==> config.mk <==
export PLATFORM = sky130hd
export DESIGN_NAME = microwire_eeprom_word_reader
export DESIGN_NICKNAME = d
export VERILOG_FILES = /design/src/rtl/core/mer_pkg.sv /design/src/rtl/core/mer_seq.sv /design/src/rtl/core/microwire_eeprom_word_reader.sv
export SDC_FILE = /design/constraint.sdc
export NUM_CORES = 1
export LEC_CHECK = 0
export BUFFER_PORTS_ARGS = -buffer_cell sky130_fd_sc_hd__clkbuf_2
export CAP_MARGIN = 20
export CORE_MARGIN = 4
export CORE_UTILIZATION = 32
export CTS_CLUSTER_DIAMETER = 50
export DETAILED_ROUTE_END_ITERATION = 6
export SYNTH_ARGS = -nofsm -noshare
export SYNTH_HDL_FRONTEND = slang
export SYNTH_SLANG_ARGS = --single-unit
export TNS_END_PERCENT = 30
==> constraint.sdc <==
create_clock -name clk_i -period 5.25 [get_ports clk_i]
set_clock_uncertainty 0.15 [all_clocks]
set_input_delay 0.7875 -clock clk_i [delete_from_list [all_inputs] [get_ports clk_i]]
set_output_delay 0.7875 -clock clk_i [all_outputs]
set_load 0.01 [all_outputs]
==> src/rtl/core/mer_pkg.sv <==
package mer_pkg;

  localparam int COMMAND_BITS = 13;
  localparam int DATA_BITS    = 16;
  localparam int ADDR_W       = 10;
  localparam int TICK_W       = 16;
  localparam int WORD_W       = 16;
  localparam int CMD_W        = 16;
  localparam int BIT_W        = 4;
  localparam int SUB_W        = 2;

  localparam logic [CMD_W-1:0] READ_OPCODE  = 16'h0180;
  localparam int               OPCODE_SHIFT = 4;

  // sub-phases of one serial bit
  localparam logic [SUB_W-1:0] SUB_FIRST  = 2'd0;
  localparam logic [SUB_W-1:0] SUB_SECOND = 2'd1;
  localparam logic [SUB_W-1:0] SUB_THIRD  = 2'd2;

  typedef enum logic [2:0] {
    SEG_IDLE,
    SEG_SEL,
    SEG_CMD,
    SEG_DATA,
    SEG_DESEL
  } seg_e;

  typedef struct packed {
    logic cs;
    logic clk;
    logic di;
    logic busy;
    logic valid;
  } pins_t;

endpackage

==> src/rtl/core/mer_seq.sv <==
module mer_seq (
  input  logic                        clk_i,
  input  logic                        rst_ni,
  input  logic                        step_i,
  input  logic                        start_i,
  input  logic [mer_pkg::ADDR_W-1:0]  addr_i,
  input  logic                        dout_i,
  input  logic [mer_pkg::TICK_W-1:0]  ticks_i,
  output mer_pkg::pins_t              pins_o,
  output logic [mer_pkg::WORD_W-1:0]  word_o
);

  mer_pkg::seg_e                    seg_q, seg_d, eff_seg;
  logic [mer_pkg::TICK_W-1:0]       hold_q, hold_d, eff_hold, ticks_eff;
  logic [mer_pkg::SUB_W-1:0]        sub_q, sub_d, eff_sub;
  logic [mer_pkg::BIT_W-1:0]        bit_q, bit_d, eff_bit, cmd_idx;
  logic [mer_pkg::WORD_W-1:0]       shift_q, shift_d, eff_shift;
  logic [mer_pkg::ADDR_W-1:0]       addr_q, addr_d, eff_addr;
  logic [mer_pkg::CMD_W-1:0]        cmd_word;
  logic [mer_pkg::TICK_W:0]         hold_inc;
  logic                             start, done, sample, last_bit;
  mer_pkg::pins_t                   pins;

  always_comb begin
    start     = (seg_q == mer_pkg::SEG_IDLE) && start_i;
    eff_seg   = start ? mer_pkg::SEG_SEL : seg_q;
    eff_hold  = start ? '0 : hold_q;
    eff_sub   = start ? mer_pkg::SUB_FIRST : sub_q;
    eff_bit   = start ? '0 : bit_q;
    eff_shift = start ? '0 : shift_q;
    eff_addr  = start ? addr_i : addr_q;

    ticks_eff = (ticks_i == '0) ? mer_pkg::TICK_W'(1) : ticks_i;
    hold_inc  = {1'b0, eff_hold} + (mer_pkg::TICK_W+1)'(1);
    done      = hold_inc >= {1'b0, ticks_eff};

    cmd_word  = (mer_pkg::READ_OPCODE << mer_pkg::OPCODE_SHIFT)
              | mer_pkg::CMD_W'(eff_addr);
    cmd_idx   = mer_pkg::BIT_W'(mer_pkg::COMMAND_BITS - 1) - eff_bit;

    pins      = '0;
    sample    = 1'b0;
    last_bit  = 1'b0;
    seg_d     = eff_seg;
    sub_d     = eff_sub;
    bit_d     = eff_bit;
    addr_d    = eff_addr;
    shift_d   = eff_shift;
    hold_d    = done ? '0 : hold_inc[mer_pkg::TICK_W-1:0];

    unique case (eff_seg)
      mer_pkg::SEG_IDLE: begin
        hold_d = hold_q;
      end
      mer_pkg::SEG_SEL: begin
        pins.cs   = 1'b1;
        pins.busy = 1'b1;
        if (done) begin
          seg_d = mer_pkg::SEG_CMD;
          sub_d = mer_pkg::SUB_FIRST;
          bit_d = '0;
        end
      end
      mer_pkg::SEG_CMD: begin
        pins.cs   = 1'b1;
        pins.busy = 1'b1;
        pins.di   = cmd_word[cmd_idx];
        pins.clk  = eff_sub == mer_pkg::SUB_THIRD;
        last_bit  = eff_bit == mer_pkg::BIT_W'(mer_pkg::COMMAND_BITS - 1);
        if (done) begin
          if (eff_sub == mer_pkg::SUB_THIRD) begin
            sub_d = mer_pkg::SUB_FIRST;
            if (last_bit) begin
              seg_d = mer_pkg::SEG_DATA;
              bit_d = '0;
            end else begin
              bit_d = eff_bit + mer_pkg::BIT_W'(1);
            end
          end else begin
            sub_d = eff_sub + mer_pkg::SUB_W'(1);
          end
        end
      end
      mer_pkg::SEG_DATA: begin
        pins.cs   = 1'b1;
        pins.busy = 1'b1;
        pins.di   = eff_addr[0];
        pins.clk  = eff_sub != mer_pkg::SUB_FIRST;
        sample    = eff_sub == mer_pkg::SUB_SECOND;
        last_bit  = eff_bit == mer_pkg::BIT_W'(mer_pkg::DATA_BITS - 1);
        if (done) begin
          if (sample) begin
            shift_d = {eff_shift[mer_pkg::WORD_W-2:0], dout_i};
          end
          if (eff_sub == mer_pkg::SUB_THIRD) begin
            sub_d = mer_pkg::SUB_FIRST;
            if (last_bit) begin
              seg_d = mer_pkg::SEG_DESEL;
              bit_d = '0;
            end else begin
              bit_d = eff_bit + mer_pkg::BIT_W'(1);
            end
          end else begin
            sub_d = eff_sub + mer_pkg::SUB_W'(1);
          end
        end
      end
      mer_pkg::SEG_DESEL: begin
        pins.busy = 1'b1;
        if (done) begin
          pins.valid = 1'b1;
          seg_d      = mer_pkg::SEG_IDLE;
        end
      end
      default: begin
        seg_d = mer_pkg::SEG_IDLE;
      end
    endcase

    pins_o = pins;
    word_o = shift_d;
  end

  always_ff @(posedge clk_i or negedge rst_ni) begin
    if (!rst_ni) begin
      seg_q   <= mer_pkg::SEG_IDLE;
      hold_q  <= '0;
      sub_q   <= mer_pkg::SUB_FIRST;
      bit_q   <= '0;
      shift_q <= '0;
      addr_q  <= '0;
    end else if (step_i) begin
      seg_q   <= seg_d;
      hold_q  <= hold_d;
      sub_q   <= sub_d;
      bit_q   <= bit_d;
      shift_q <= shift_d;
      addr_q  <= addr_d;
    end
  end

  a_sub_range: assert property (@(posedge clk_i) disable iff (!rst_ni)
    sub_q != 2'd3)
    else $error("sub-phase counter out of range");

endmodule

==> src/rtl/core/microwire_eeprom_word_reader.sv <==
// channel   | handshake                    | payload
// ----------+------------------------------+---------------------------------------------
// input     | in_valid_i / in_ready_o      | operation_i, word_address_i, data_out_pin_i
// result    | out_valid_o / out_ready_i    | chip_select_o .. read_word_o
// config    | cfg_we_i (no wait)           | cfg_wdata_i (phase_ticks)
//
// one transfer per clock while in_ready_o; result registered at that edge, offered next cycle
// the sequencer state and the pin decode sit between the input port and the result register
// input is taken whenever the result register is empty or being drained in the same cycle
// a stalled result holds the input side only, no state advances without a transfer
// reset (async, active low) clears the sequencer to idle and phase_ticks to 1
module microwire_eeprom_word_reader (
  input  logic                        clk_i,
  input  logic                        rst_ni,
  // configuration
  input  logic                        cfg_we_i,
  input  logic [mer_pkg::TICK_W-1:0]  cfg_wdata_i,
  // input channel
  input  logic                        in_valid_i,
  output logic                        in_ready_o,
  input  logic                        operation_i,
  input  logic [mer_pkg::ADDR_W-1:0]  word_address_i,
  input  logic                        data_out_pin_i,
  // result channel
  output logic                        out_valid_o,
  input  logic                        out_ready_i,
  output logic                        chip_select_o,
  output logic                        serial_clock_o,
  output logic                        data_in_pin_o,
  output logic                        busy_res_o,
  output logic                        word_valid_o,
  output logic [mer_pkg::WORD_W-1:0]  read_word_o
);

  logic [mer_pkg::TICK_W-1:0] ticks_q;
  logic                       out_valid_q;
  mer_pkg::pins_t             pins, pins_q;
  logic [mer_pkg::WORD_W-1:0] word, word_q;
  logic                       in_xfer;

  // result register frees up when its content is taken this cycle
  assign in_ready_o = !out_valid_q || out_ready_i;
  assign in_xfer    = in_valid_i && in_ready_o;

  // phase length register; a write takes effect once it is registered
  always_ff @(posedge clk_i or negedge rst_ni) begin
    if (!rst_ni) begin
      ticks_q <= mer_pkg::TICK_W'(1);
    end else if (cfg_we_i) begin
      ticks_q <= cfg_wdata_i;
    end
  end

  // pin sequencer, advances one tick per input transfer
  mer_seq u_seq (
    .clk_i   (clk_i),
    .rst_ni  (rst_ni),
    .step_i  (in_xfer),
    .start_i (operation_i),
    .addr_i  (word_address_i),
    .dout_i  (data_out_pin_i),
    .ticks_i (ticks_q),
    .pins_o  (pins),
    .word_o  (word)
  );

  // result valid flag
  always_ff @(posedge clk_i or negedge rst_ni) begin
    if (!rst_ni) begin
      out_valid_q <= 1'b0;
    end else if (in_xfer) begin
      out_valid_q <= 1'b1;
    end else if (out_ready_i) begin
      out_valid_q <= 1'b0;
    end
  end

  // result payload, no reset needed
  always_ff @(posedge clk_i) begin
    if (in_xfer) begin
      pins_q <= pins;
      word_q <= word;
    end
  end

  assign out_valid_o    = out_valid_q;
  assign chip_select_o  = pins_q.cs;
  assign serial_clock_o = pins_q.clk;
  assign data_in_pin_o  = pins_q.di;
  assign busy_res_o     = pins_q.busy;
  assign word_valid_o   = pins_q.valid;
  assign read_word_o    = word_q;

  // completion only happens in the deselect phase
  a_valid_desel: assert property (@(posedge clk_i) disable iff (!rst_ni)
    out_valid_q && pins_q.valid |-> pins_q.busy && !pins_q.cs)
    else $error("word_valid outside the deselect phase");

  // idle ticks drive all pins low
  a_idle_quiet: assert property (@(posedge clk_i) disable iff (!rst_ni)
    out_valid_q && !pins_q.busy |-> !pins_q.cs && !pins_q.clk && !pins_q.di && !pins_q.valid)
    else $error("pin activity on an idle tick");

  // clock only toggles while selected
  a_clk_selected: assert property (@(posedge clk_i) disable iff (!rst_ni)
    out_valid_q && pins_q.clk |-> pins_q.cs)
    else $error("serial clock high without chip select");

endmodule
==> flow_metrics.py, run 1 <==
metrics = {
    "run_status": {
        "outcome": "complete, no violations",
    },
    "sta": {
        "whs_ps": 349,
        "worst_pin_slew_ps": 892,
        "tns_ps": 0,
        "slew_headroom_pct": 40.5,
        "drv_slew": 0,
        "hold_violations": 0,
        "post-route-period-util_pct": 88.2,
        "fmax_mhz": 216,
        "rsz0062_at_grt": "no",
        "fin_crit_ps": 4630,
        "setup_viol": 0,
    },
    "power": {
        "ir_drop_mv": 0.190,
        "power.switching_uw": 687,
        "seq_power_share_pct": 41.8,
        "p_sw_share_pct": 32.3,
        "p_comb_share_pct": 27.3,
        "leakage_uw": 0.00247,
        "p_per_area_mw_per_mm2": 370,
        "pwr-share-clk_pct": 30.8,
        "intPower_uw": 1440,
    },
    "logic_synthesis": {
        "ys_seq_area_share_pct": 47.0,
        "synth_top_area_share_pct": 33.8,
        "synthCells": 523,
        "synth_area_leaders": "dfrtp_1 34%, edfxtp_1 13%, nand2_1 7.8%",
        "synth_edf_count": 21,
        "ys_dominant_reg_cell": "dfrtp_1",
        "synth.largest_area_cell": "dfrtp_1",
        "synthTopCellsByCount": "103 x nand2_1, 67 x dfrtp_1, 46 x o21ai_0",
        "async_flop_share_pct": 76.4,
        "yosysWarnings": 0,
        "syn_avg_cell_area_um2": 9.49,
        "syn-cell-area_mm2": 0.00496,
        "ys_seq_elements": 89,
        "synthesis.nets": 576,
        "synth.distinct_cells": 63,
        "yosysMostFrequentCell": "nand2_1",
    },
    "cells_and_area": {
        "syn_to_final_growth_pct": 16.0,
        "antenna_cells": 0,
        "drive_above_1_share_pct": 19.8,
        "fin_cells": 764,
        "n_fill_cell": 1528,
        "layout.nets": 624,
        "final_core_util_pct": 37.9,
    },
    "clock_tree": {
        "holdBufCountCts": 0,
        "cts_root_buffer": "clkbuf_16",
        "cts_setup_buffers": 0,
        "clk_latency_ps": 350,
        "htreeDepth": 3,
        "cts_resized": 0,
        "clkTransAtPathRegs_ps": 70,
        "numCtsBuffers": 9,
        "numClockSinks": 89,
        "cts_tree": "done",
        "clockBufferDepth": 2,
    },
    "worst_setup_path": {
        "crit-reg2reg-launch": "u_seq.seg_q[0]$_DFFE_PN0P_",
        "worstReg2RegEnd": "u_seq.hold_q[12]$_DFFE_PN0P_",
        "crit_end": "u_seq.hold_q[12]$_DFFE_PN0P_",
        "reg2reg_slack_ps": 620,
        "critical_path_required_ps": 5350,
        "crit_path_end_kind": "flop",
        "rr_worst_depth": 16,
        "startpoint": "u_seq.seg_q[0]$_DFFE_PN0P_",
        "critPathKind": "reg -> reg",
        "critPathLaunchType": "flop",
        "crit_fanout": 15,
        "arrival_ps": 4730,
    },
    "detailed_routing": {
        "dr_total_vias": 3872,
        "drtAntennaViolNets": 0,
        "first_pass_iters": 4,
        "first_iter_violations": 367,
        "vias_per_cell": 5.07,
        "wirelength_um": 10900,
        "wl_per_cell_um": 14.3,
        "drc_errors": 0,
    },
    "placed_design": {
        "gp_congestion": 0.849,
        "dp_hpwl_um": 7640,
        "io_buffer_count": 55,
        "placed_cells": 746,
    },
    "hold_path": {
        "hold_path.class": "reg -> reg",
    },
    "global_routing": {
        "antenna_found_initial": 0,
        "grt_use_total_pct": 13.1,
        "gr-total-overflow": 0,
        "grt_pass1_wl_um": 19000,
        "grt_pass1_vias": 3930,
        "grt_max_degree": 69,
    },
    "floorplanning": {
        "initial_utilization_pct": 32.6,
        "io_pins": 56,
        "die_width_um": 133,
        "die_h_um": 133,
        "dieArea_mm2": 0.0176,
        "rows": 45,
        "core_mm2": 0.0152,
    },
    "flow_run": {
        "drv_cap": 0,
    },
}
## through the flow
stage	area, um2	total power, uW	setup slack (ps)
2_1_floorplan	4960	1320	226
3_3_place_gp	5420	1470	441
3_5_place_dp	5420	1480	260
4_1_cts	5720	2150	565
5_1_grt	5750	2270	344
6_report	5750	2130	619
## cells by family (layout without fill, tap and decap cells)
family / Yosys count / in the layout / share of synthesized area [%]
fa+ha+maj: 20 / 20 / 5.04
mux: 25 / 25 / 6.08
flops: 89 / 89 / 47.0
buf+inv: 54 / 107 / 4.74
simple gates: 208 / 208 / 20.0
compound gates: 113 / 113 / 14.6
xor+xnor: 14 / 14 / 2.47
## worst min path at each step
stage	startpoint	slack, ps	depth (start not counted)	to
after floorplan	u_seq.hold_q[9]$_DFFE_PN0P_	320	2	u_seq.hold_q[9]$_DFFE_PN0P_
after global placement	u_seq.addr_q[2]$_DFFE_PN0P_	330	1	u_seq.addr_q[2]$_DFFE_PN0P_
after detailed placement	u_seq.addr_q[2]$_DFFE_PN0P_	340	1	u_seq.addr_q[2]$_DFFE_PN0P_
after CTS	u_seq.addr_q[2]$_DFFE_PN0P_	360	1	u_seq.addr_q[2]$_DFFE_PN0P_
after global routing	u_seq.addr_q[8]$_DFFE_PN0P_	370	1	u_seq.addr_q[8]$_DFFE_PN0P_
final	u_seq.addr_q[2]$_DFFE_PN0P_	350	1	u_seq.addr_q[2]$_DFFE_PN0P_
## state kept, by name (all words and copies together), names as in the netlist
| signal | count |
|---|---|
| busy_res_o | 1 |
| chip_select_o | 1 |
| data_in_pin_o | 1 |
| out_valid_o | 1 |
| read_word_o | 16 |
| serial_clock_o | 1 |
| ticks_q | 16 |
| u_seq.addr_q | 10 |
| u_seq.bit_q | 4 |
| u_seq.hold_q | 16 |
| u_seq.seg_q | 3 |
| u_seq.shift_q | 16 |
| u_seq.sub_q | 2 |
| word_valid_o | 1 |
## layout make-up
cell class / count / area [um2] / share of cell area (%)
Sequential cell: 89 / 2330 / 40.6
Inverter: 25 / 93.8 / 1.63
Multi-Input combinational cell: 380 / 2390 / 41.6
Clock buffer: 9 / 225 / 3.91
Tap cell: 188 / 235 / 4.09
Clock inverter: 7 / 76.3 / 1.33
Timing Repair Buffer: 66 / 398 / 6.91
## cells in the final DEF (no fill, tap or decap), drive strengths merged, types with 3 or more instances in the layout
master	Yosys	final
nand2	103	103
dfrtp	67	67
clkbuf	19	63
o21ai	63	63
nand3	28	28
inv	25	27
nor2	26	26
edfxtp	21	21
ha	20	20
a21oi	13	13
buf	10	12
mux2i	11	11
mux2	11	11
nor3	9	9
xnor2	8	8
nand2b	7	7
xor2	6	6
nand4	6	6
or3	5	5
and3	5	5
nor4	5	5
a211oi	5	5
a31oi	4	4
mux4	3	3
nor2b	3	3
o31ai	3	3
o21bai	3	3
a21o	3	3
clkinvlp	0	3
and2	3	3
a221oi	3	3
## critical path, stage by stage (launching register included)
cell	delay, ps
dfrtp_1	360
buf_4	180
or4b_2	730
and2_1	230
ha_1	240
nand4_2	160
nor4_4	90
xnor2_1	250
ha_1	290
a211oi_1	280
o21bai_1	110
a21o_1	190
a221oi_2	480
a21o_1	370
buf_12	180
nand2_1	50
o21ai_0	170
## power by group through the flow
stage / clock network (uW) / registers (uW) / logic (uW)
CTS: 677 / 890 / 584
finish: 656 / 890 / 582
global placement: 0 / 898 / 573
global route: 706 / 906 / 658
detailed placement: 0 / 904 / 581
floorplan: 0 / 881 / 434
## routing by layer
layer / vias to the layer above / GRT usage [%] / part of all wire (%)
met3: 13 / 2.40 / 3.0
met5: - / 0 / 0
li1: 1945 / - / -
met1: 1860 / 16.1 / 46
met2: 54 / 22.5 / 49
met4: 0 / 5.54 / 2.0
Note: power is estimated with default switching activity, not from simulation.
==> run 2: changes to the inputs <==
--- a/config.mk
+++ b/config.mk
@@ -7,10 +7,14 @@
 export LEC_CHECK = 0
 export BUFFER_PORTS_ARGS = -buffer_cell sky130_fd_sc_hd__clkbuf_2
 export CAP_MARGIN = 20
+export CELL_PAD_IN_SITES_DETAIL_PLACEMENT = 0
+export CELL_PAD_IN_SITES_GLOBAL_PLACEMENT = 1
+export CORE_ASPECT_RATIO = 1.2
 export CORE_MARGIN = 4
 export CORE_UTILIZATION = 32
 export CTS_CLUSTER_DIAMETER = 50
 export DETAILED_ROUTE_END_ITERATION = 6
+export PLACE_DENSITY_LB_ADDON = 0.1
 export SYNTH_ARGS = -nofsm -noshare
 export SYNTH_HDL_FRONTEND = slang
 export SYNTH_SLANG_ARGS = --single-unit
==> run 2 against run 1 <==
  * Final cell count rose by 3.0%
  * Critical path type is now in -> reg
  * Via count rose by 1.5%
  * Total power rose by 0.72%
  * First-iteration DRC count fell by 38%
  * Global-route usage rose by 1.2 points
  * Clock power fell by 0.6%
  * Critical endpoint is now u_seq.hold_q[15]$_DFFE_PN0P_
==> flow_metrics.py, run 2 (synthesis gave the netlist of run 1 again) <==
metrics = {
    "sta": {
        "setup_viol": 0,
        "slew_headroom_pct": 49.5,
        "rsz0062_at_grt": "no",
        "fin_crit_ps": 4710,
        "whs_ps": 348,
        "worst_pin_slew_ps": 757,
        "post-route-period-util_pct": 89.7,
        "drv_slew": 0,
        "fmax_mhz": 212,
        "hold_violations": 0,
    },
    "global_routing": {
        "grt_pass1_wl_um": 19800,
        "grt_use_total_pct": 14.3,
        "grt_pass1_vias": 3935,
        "grt_max_degree": 38,
        "gr-total-overflow": 0,
        "antenna_found_initial": 0,
    },
    "clock_tree": {
        "cts_resized": 0,
        "clkTransAtPathRegs_ps": 70,
        "numCtsBuffers": 9,
        "cts_setup_buffers": 0,
        "clockBufferDepth": 2,
        "cts_root_buffer": "clkbuf_16",
        "clk_latency_ps": 350,
        "cts_tree": "done",
        "holdBufCountCts": 0,
        "numClockSinks": 89,
        "htreeDepth": 3,
    },
    "cells_and_area": {
        "antenna_cells": 0,
        "n_fill_cell": 1570,
        "syn_to_final_growth_pct": 17.1,
        "final_core_util_pct": 38.5,
        "mostFrequentLayoutCell": "nand2_1",
        "mostFrequentLayoutCells": "103 x nand2_1, 67 x dfrtp_1, 54 x clkbuf_2, 46 x o21ai_0, 28 x nand3_1",
        "multi_input_area_mm2": 0.00239,
        "fin_cells": 787,
        "final-seq-area_mm2": 0.00233,
        "drive_above_1_share_pct": 20.6,
        "layout.nets": 631,
    },
    "floorplanning": {
        "initial_utilization_pct": 32.9,
        "die_h_um": 144,
        "die_width_um": 122,
        "core_mm2": 0.0151,
        "dieArea_mm2": 0.0176,
        "io_pins": 56,
        "rows": 49,
    },
    "power": {
        "p_sw_share_pct": 32.0,
        "intPower_uw": 1460,
        "seq_power_share_pct": 41.5,
        "leakage_uw": 0.00251,
        "p_per_area_mw_per_mm2": 369,
        "pwr-share-clk_pct": 30.4,
        "ir_drop_mv": 0.148,
        "power.switching_uw": 685,
        "p_comb_share_pct": 28.0,
    },
    "worst_setup_path": {
        "rr_worst_depth": 16,
        "crit_chain": "clkbuf_2 -> or4b_2 -> and2_1 -> ha_1 -> nand4_2 -> nor4_4 -> xnor2_1 -> ha_1 -> a211oi_1 -> o21bai_1 -> a21o_1 -> a221oi_2 -> buf_4 -> a21o_1 -> buf_4 -> a31oi_1 -> o21ai_0",
        "cpMaxStageDelayCell": "or4b_2",
        "cpPeakStageDelay_ps": 720,
        "critical_path_required_ps": 5370,
        "worstReg2RegEnd": "u_seq.hold_q[15]$_DFFE_PN0P_",
        "arrival_ps": 4820,
        "crit-reg2reg-launch": "u_seq.seg_q[1]$_DFFE_PN0P_",
        "crit_path_end_kind": "flop",
        "critPathLaunchType": "primary input",
        "reg2reg_slack_ps": 560,
        "crit_fanout": 9,
        "critPathKind": "in -> reg",
    },
    "detailed_routing": {
        "vias_per_cell": 4.99,
        "drc_errors": 0,
        "first_iter_violations": 226,
        "first_pass_iters": 4,
        "wl_per_cell_um": 14.9,
        "drtAntennaViolNets": 0,
        "dr_total_vias": 3931,
        "wirelength_um": 11700,
    },
    "placed_design": {
        "placed_cells": 769,
        "io_buffer_count": 55,
        "gp_congestion": 0.797,
        "dp_hpwl_um": 8450,
    },
    "flow_run": {
        "drv_cap": 0,
    },
    "run_status": {
        "outcome": "complete, no violations",
    },
    "hold_path": {
        "hold_path.class": "in -> async",
    },
}
## run 2: changes by cell type in the layout (fill, tap and decap cells not counted), sizes merged
| cell | before | now |
|---|---|---|
| inv | 27 | 25 |
| buf | 12 | 19 |
| clkinvlp | 3 | 1 |
| clkinv | 1 | 3 |
| clkbuf | 63 | 65 |
## run 2: how the worst max path moves through the flow
stage                      from                       endpoint  slack (ps)  depth (start not counted)
floorplan           operation_i   u_seq.hold_q[11]$_DFFE_PN0P_         230                         19
global placement    operation_i   u_seq.shift_q[2]$_DFFE_PN0P_          30                         16
detailed placement  operation_i  u_seq.shift_q[15]$_DFFE_PN0P_         -30                         15
CTS                 operation_i  u_seq.shift_q[15]$_DFFE_PN0P_         350                         15
global route        operation_i   u_seq.hold_q[15]$_DFFE_PN0P_         210                         17
finish              operation_i   u_seq.hold_q[15]$_DFFE_PN0P_         540                         17
## run 2: area by class of cell
cell class                      instances  area share (%)
Clock buffer                           11            4.18
Clock inverter                          5           0.947
Inverter                               25            1.61
Multi-Input combinational cell        380            41.2
Sequential cell                        89            40.2
Tap cell                              204            4.39
Timing Repair Buffer                   73            7.54
## run 2: power groups by stage
stage               combinational, uW  sequential (uW)  clock, uW
CTS                               605              890        677
floorplan                         434              881          0
global route                      684              905        705
finish                            601              890        652
global placement                  596              901          0
detailed placement                601              903          0
## run 2: metrics by stage
step	total power (uW)	TNS, ps	setup slack (ps)	area [um2]
final	2140	0	543	5810
after global routing	2290	0	210	5810
after CTS	2170	0	346	5770
after detailed placement	1500	-199	-27.1	5470
after global placement	1500	0	30.5	5470
after floorplan	1320	0	226	4960
## run 2: critical path, delay by kind of cell
kind | cells | cell delay, ps
AO/OA/AOI/OAI | 7 | 1420
XOR/XNOR | 1 | 280
adder cells (fa/ha/maj) | 2 | 520
buffers and inverters | 3 | 580
AND/OR/NAND/NOR | 4 | 1230
## run 2: layer usage
metal | track usage (%) | routed length, um | vias to the layer above
met3 | 2.23 | 328 | 19
met5 | 0 | 0 | -
met1 | 17.4 | 5220 | 1883
li1 | - | - | 1960
met4 | 6.96 | 306 | 0
met2 | 24.8 | 5850 | 69
==> run 3: changes to the inputs <==
--- a/config.mk
+++ b/config.mk
@@ -14,8 +14,10 @@
 export CORE_UTILIZATION = 32
 export CTS_CLUSTER_DIAMETER = 50
 export DETAILED_ROUTE_END_ITERATION = 6
+export HOLD_SLACK_MARGIN = 0.08
 export PLACE_DENSITY_LB_ADDON = 0.1
 export SYNTH_ARGS = -nofsm -noshare
 export SYNTH_HDL_FRONTEND = slang
+export SYNTH_HIERARCHICAL = 1
 export SYNTH_SLANG_ARGS = --single-unit
 export TNS_END_PERCENT = 30
==> run 3 against run 2 <==
  * First-iteration DRC count up 24%
  * Sequential power about the same
  * Register-to-register slack better by 40 ps
  * Total power decreased by 7.3%
  * Critical path depth up 1
  * Flip-flop and latch count is the same
  * Non-clock buffer count decreased by 5
  * Final cell count shrank 6.1%
  * Utilization decreased by 0.55 points
  * Maximum frequency rose by 0.92%
  * Combinational power is 28% lower
  * Via count is 4.7% lower
  * Critical path type unchanged
==> flow_metrics.py, run 3 <==
metrics = {
    "logic_synthesis": {
        "synth.largest_area_cell": "dfrtp_1",
        "synth_edf_count": 21,
        "async_flop_share_pct": 76.4,
        "ys_seq_area_share_pct": 47.2,
        "synth_top_area_share_pct": 33.9,
        "synthCells": 475,
        "synth_area_leaders": "dfrtp_1 34%, edfxtp_1 13%, ha_1 5.1%",
        "syn-cell-area_mm2": 0.00494,
        "yosysWarnings": 6,
        "yosysMostFrequentCell": "dfrtp_1",
        "ys_dominant_reg_cell": "dfrtp_1",
        "synthTopCellsByCount": "67 x dfrtp_1, 45 x nand2_1, 39 x nor2_1",
        "syn_avg_cell_area_um2": 10.4,
        "synthesis.nets": 528,
        "ys_seq_elements": 89,
        "synth.distinct_cells": 62,
    },
    "floorplanning": {
        "dieArea_mm2": 0.0175,
        "die_h_um": 144,
        "io_pins": 56,
        "initial_utilization_pct": 32.8,
        "rows": 49,
        "die_width_um": 121,
        "core_mm2": 0.0151,
    },
    "sta": {
        "setup_viol": 0,
        "worst_pin_slew_ps": 858,
        "slew_headroom_pct": 42.8,
        "post-route-period-util_pct": 88.8,
        "fin_crit_ps": 4660,
        "fmax_mhz": 214,
        "rsz0062_at_grt": "no",
        "hold_violations": 0,
        "drv_slew": 0,
        "tns_ps": 0,
    },
    "global_routing": {
        "antenna_found_initial": 0,
        "grtUsageMet2_pct": 24.6,
        "grt_busiest_layer": "met2",
        "grt_pass1_wl_um": 19500,
        "grt_pass1_vias": 3725,
        "gr-total-overflow": 0,
        "grt_max_degree": 42,
        "use_met3_pct": 2.31,
        "grt_use_total_pct": 14.3,
        "met1_usage_pct": 17.6,
    },
    "detailed_routing": {
        "wl_per_cell_um": 16.0,
        "first_pass_iters": 4,
        "vias_per_cell": 5.07,
        "first_iter_violations": 280,
        "drc_errors": 0,
        "wirelength_um": 11800,
        "dr_total_vias": 3745,
        "drtAntennaViolNets": 0,
    },
    "cells_and_area": {
        "layout.nets": 583,
        "syn_to_final_growth_pct": 15.9,
        "drive_above_1_share_pct": 22.6,
        "mostFrequentLayoutCells": "67 x dfrtp_1, 54 x clkbuf_2, 45 x nand2_1, 39 x nor2_1, 34 x inv_1",
        "mostFrequentLayoutCell": "dfrtp_1",
        "antenna_cells": 0,
        "n_fill_cell": 1540,
        "final_core_util_pct": 38.0,
    },
    "worst_setup_path": {
        "crit_chain": "clkbuf_2 -> or4b_1 -> and2_1 -> ha_1 -> nand3_1 -> nor4_2 -> nor2b_1 -> nand2_1 -> xor2_1 -> nor2_1 -> ha_1 -> a21oi_1 -> o221ai_1 -> a21o_1 -> a221o_1 -> or2_1 -> o31a_1 -> mux2i_1",
        "cpPeakStageDelay_ps": 470,
        "cpLargestDelayFamily": "simple AND/OR/NAND/NOR gates",
        "critPathKind": "in -> reg",
        "crit_top_cell": "ha_1",
        "cpMaxStageDelayCell": "or2_1",
        "cp.buffers_inverters": 1,
        "crit_fanout": 13,
        "arrival_ps": 4790,
        "crit_path_end_kind": "flop",
        "critPathLaunchType": "primary input",
        "critical_path_required_ps": 5380,
    },
    "placed_design": {
        "io_buffer_count": 55,
        "dp_hpwl_um": 8560,
        "gp_congestion": 0.784,
    },
    "clock_tree": {
        "cts_resized": 0,
        "cts_root_buffer": "clkbuf_16",
        "clk_latency_ps": 350,
        "numClockSinks": 89,
        "clockBufferDepth": 2,
        "htreeDepth": 3,
        "cts_tree": "done",
        "cts_setup_buffers": 0,
        "holdBufCountCts": 0,
        "clkTransAtPathRegs_ps": 70,
        "numCtsBuffers": 9,
    },
    "power": {
        "p_per_area_mw_per_mm2": 347,
        "power.total_uw": 1990,
        "leakage_uw": 0.00260,
        "ir_drop_mv": 0.127,
    },
    "hold_path": {
        "hold_path.class": "in -> async",
    },
    "run_status": {
        "outcome": "complete, no violations",
    },
    "flow_run": {
        "drv_cap": 0,
    },
}
==> run 3: path summary, 6_finish.rpt <==
check,end,slack (ps),startpoint,cells past startpoint
max reg2reg,u_seq/hold_q[13]$_DFFE_PN0P_,600,u_seq/seg_q[1]$_DFFE_PN0P_,17
min,u_seq/addr_q[7]$_DFFE_PN0P_,320,rst_ni,1
max in group asynchronous,ticks_q[0]$_DFFE_PN1P_,3610,rst_ni,2
min in group clk_i,u_seq/shift_q[15]$_DFFE_PN0P_,360,u_seq/shift_q[15]$_DFFE_PN0P_,1
min reg2reg,u_seq/shift_q[15]$_DFFE_PN0P_,360,u_seq/shift_q[15]$_DFFE_PN0P_,1
max,u_seq/hold_q[13]$_DFFE_PN0P_,590,operation_i,18
==> run 3: cell type report <==
type                    instances  area, um2  share of cell area [%]
inverters                      34        128                    2.23
well taps                     204        255                    4.46
flip-flops and latches         89       2330                    40.7
repair buffers                 68        385                    6.73
clock buffers                   9        225                    3.93
clock inverters                 7       73.8                    1.29
multi-input cells             328       2330                    40.6
==> run 3: routing by layer <==
| layer | wire length, um | part of all wire, % |
|---|---|---|
| met5 | 0 | 0 |
| met4 | 217 | 1.8 |
| met1 | 5340 | 45 |
| met3 | 433 | 3.7 |
| met2 | 5820 | 49 |
==> run 3: logic make-up (layout without fill, tap and decap cells) <==
| kind of cell | after synthesis | count (layout) | synth area share (%) |
|---|---|---|---|
| buffers and inverters | 58 | 118 | 5.67 |
| AO/OA/AOI/OAI | 95 | 95 | 13.8 |
| AND/OR/NAND/NOR | 156 | 156 | 15.5 |
| multiplexers | 40 | 40 | 9.77 |
| flip-flops | 89 | 89 | 47.2 |
| adder cells (fa/ha/maj) | 20 | 20 | 5.06 |
| XOR/XNOR | 17 | 17 | 3.01 |
==> run 3: metrics by stage <==
step                hold slack (ps)  setup slack (ps)  instances  area (um2)
floorplan                       316               127        475        4940
global placement                330               251        723        5430
detailed placement              342               181        723        5430
CTS                             339               551        739        5730
global route                    374               235        739        5730
finish                          324               586        739        5730
==> run 3: power by group <==
group	total (uW)	switching, uW	internal, uW
logic	433	234	198
registers	887	83.3	804
clock network	665	291	374
==> run 3: worst register-to-register path: cells and delay by family, from the launching register on <==
| kind | cells | cell delay (ps) |
|---|---|---|
| and+or+nand+nor | 8 | 1920 |
| xor gates and xnor gates | 1 | 150 |
| DFF | 1 | 540 |
| muxes | 1 | 130 |
| adders and majority gates | 2 | 440 |
| AOI/OAI and AO/OA | 5 | 1250 |
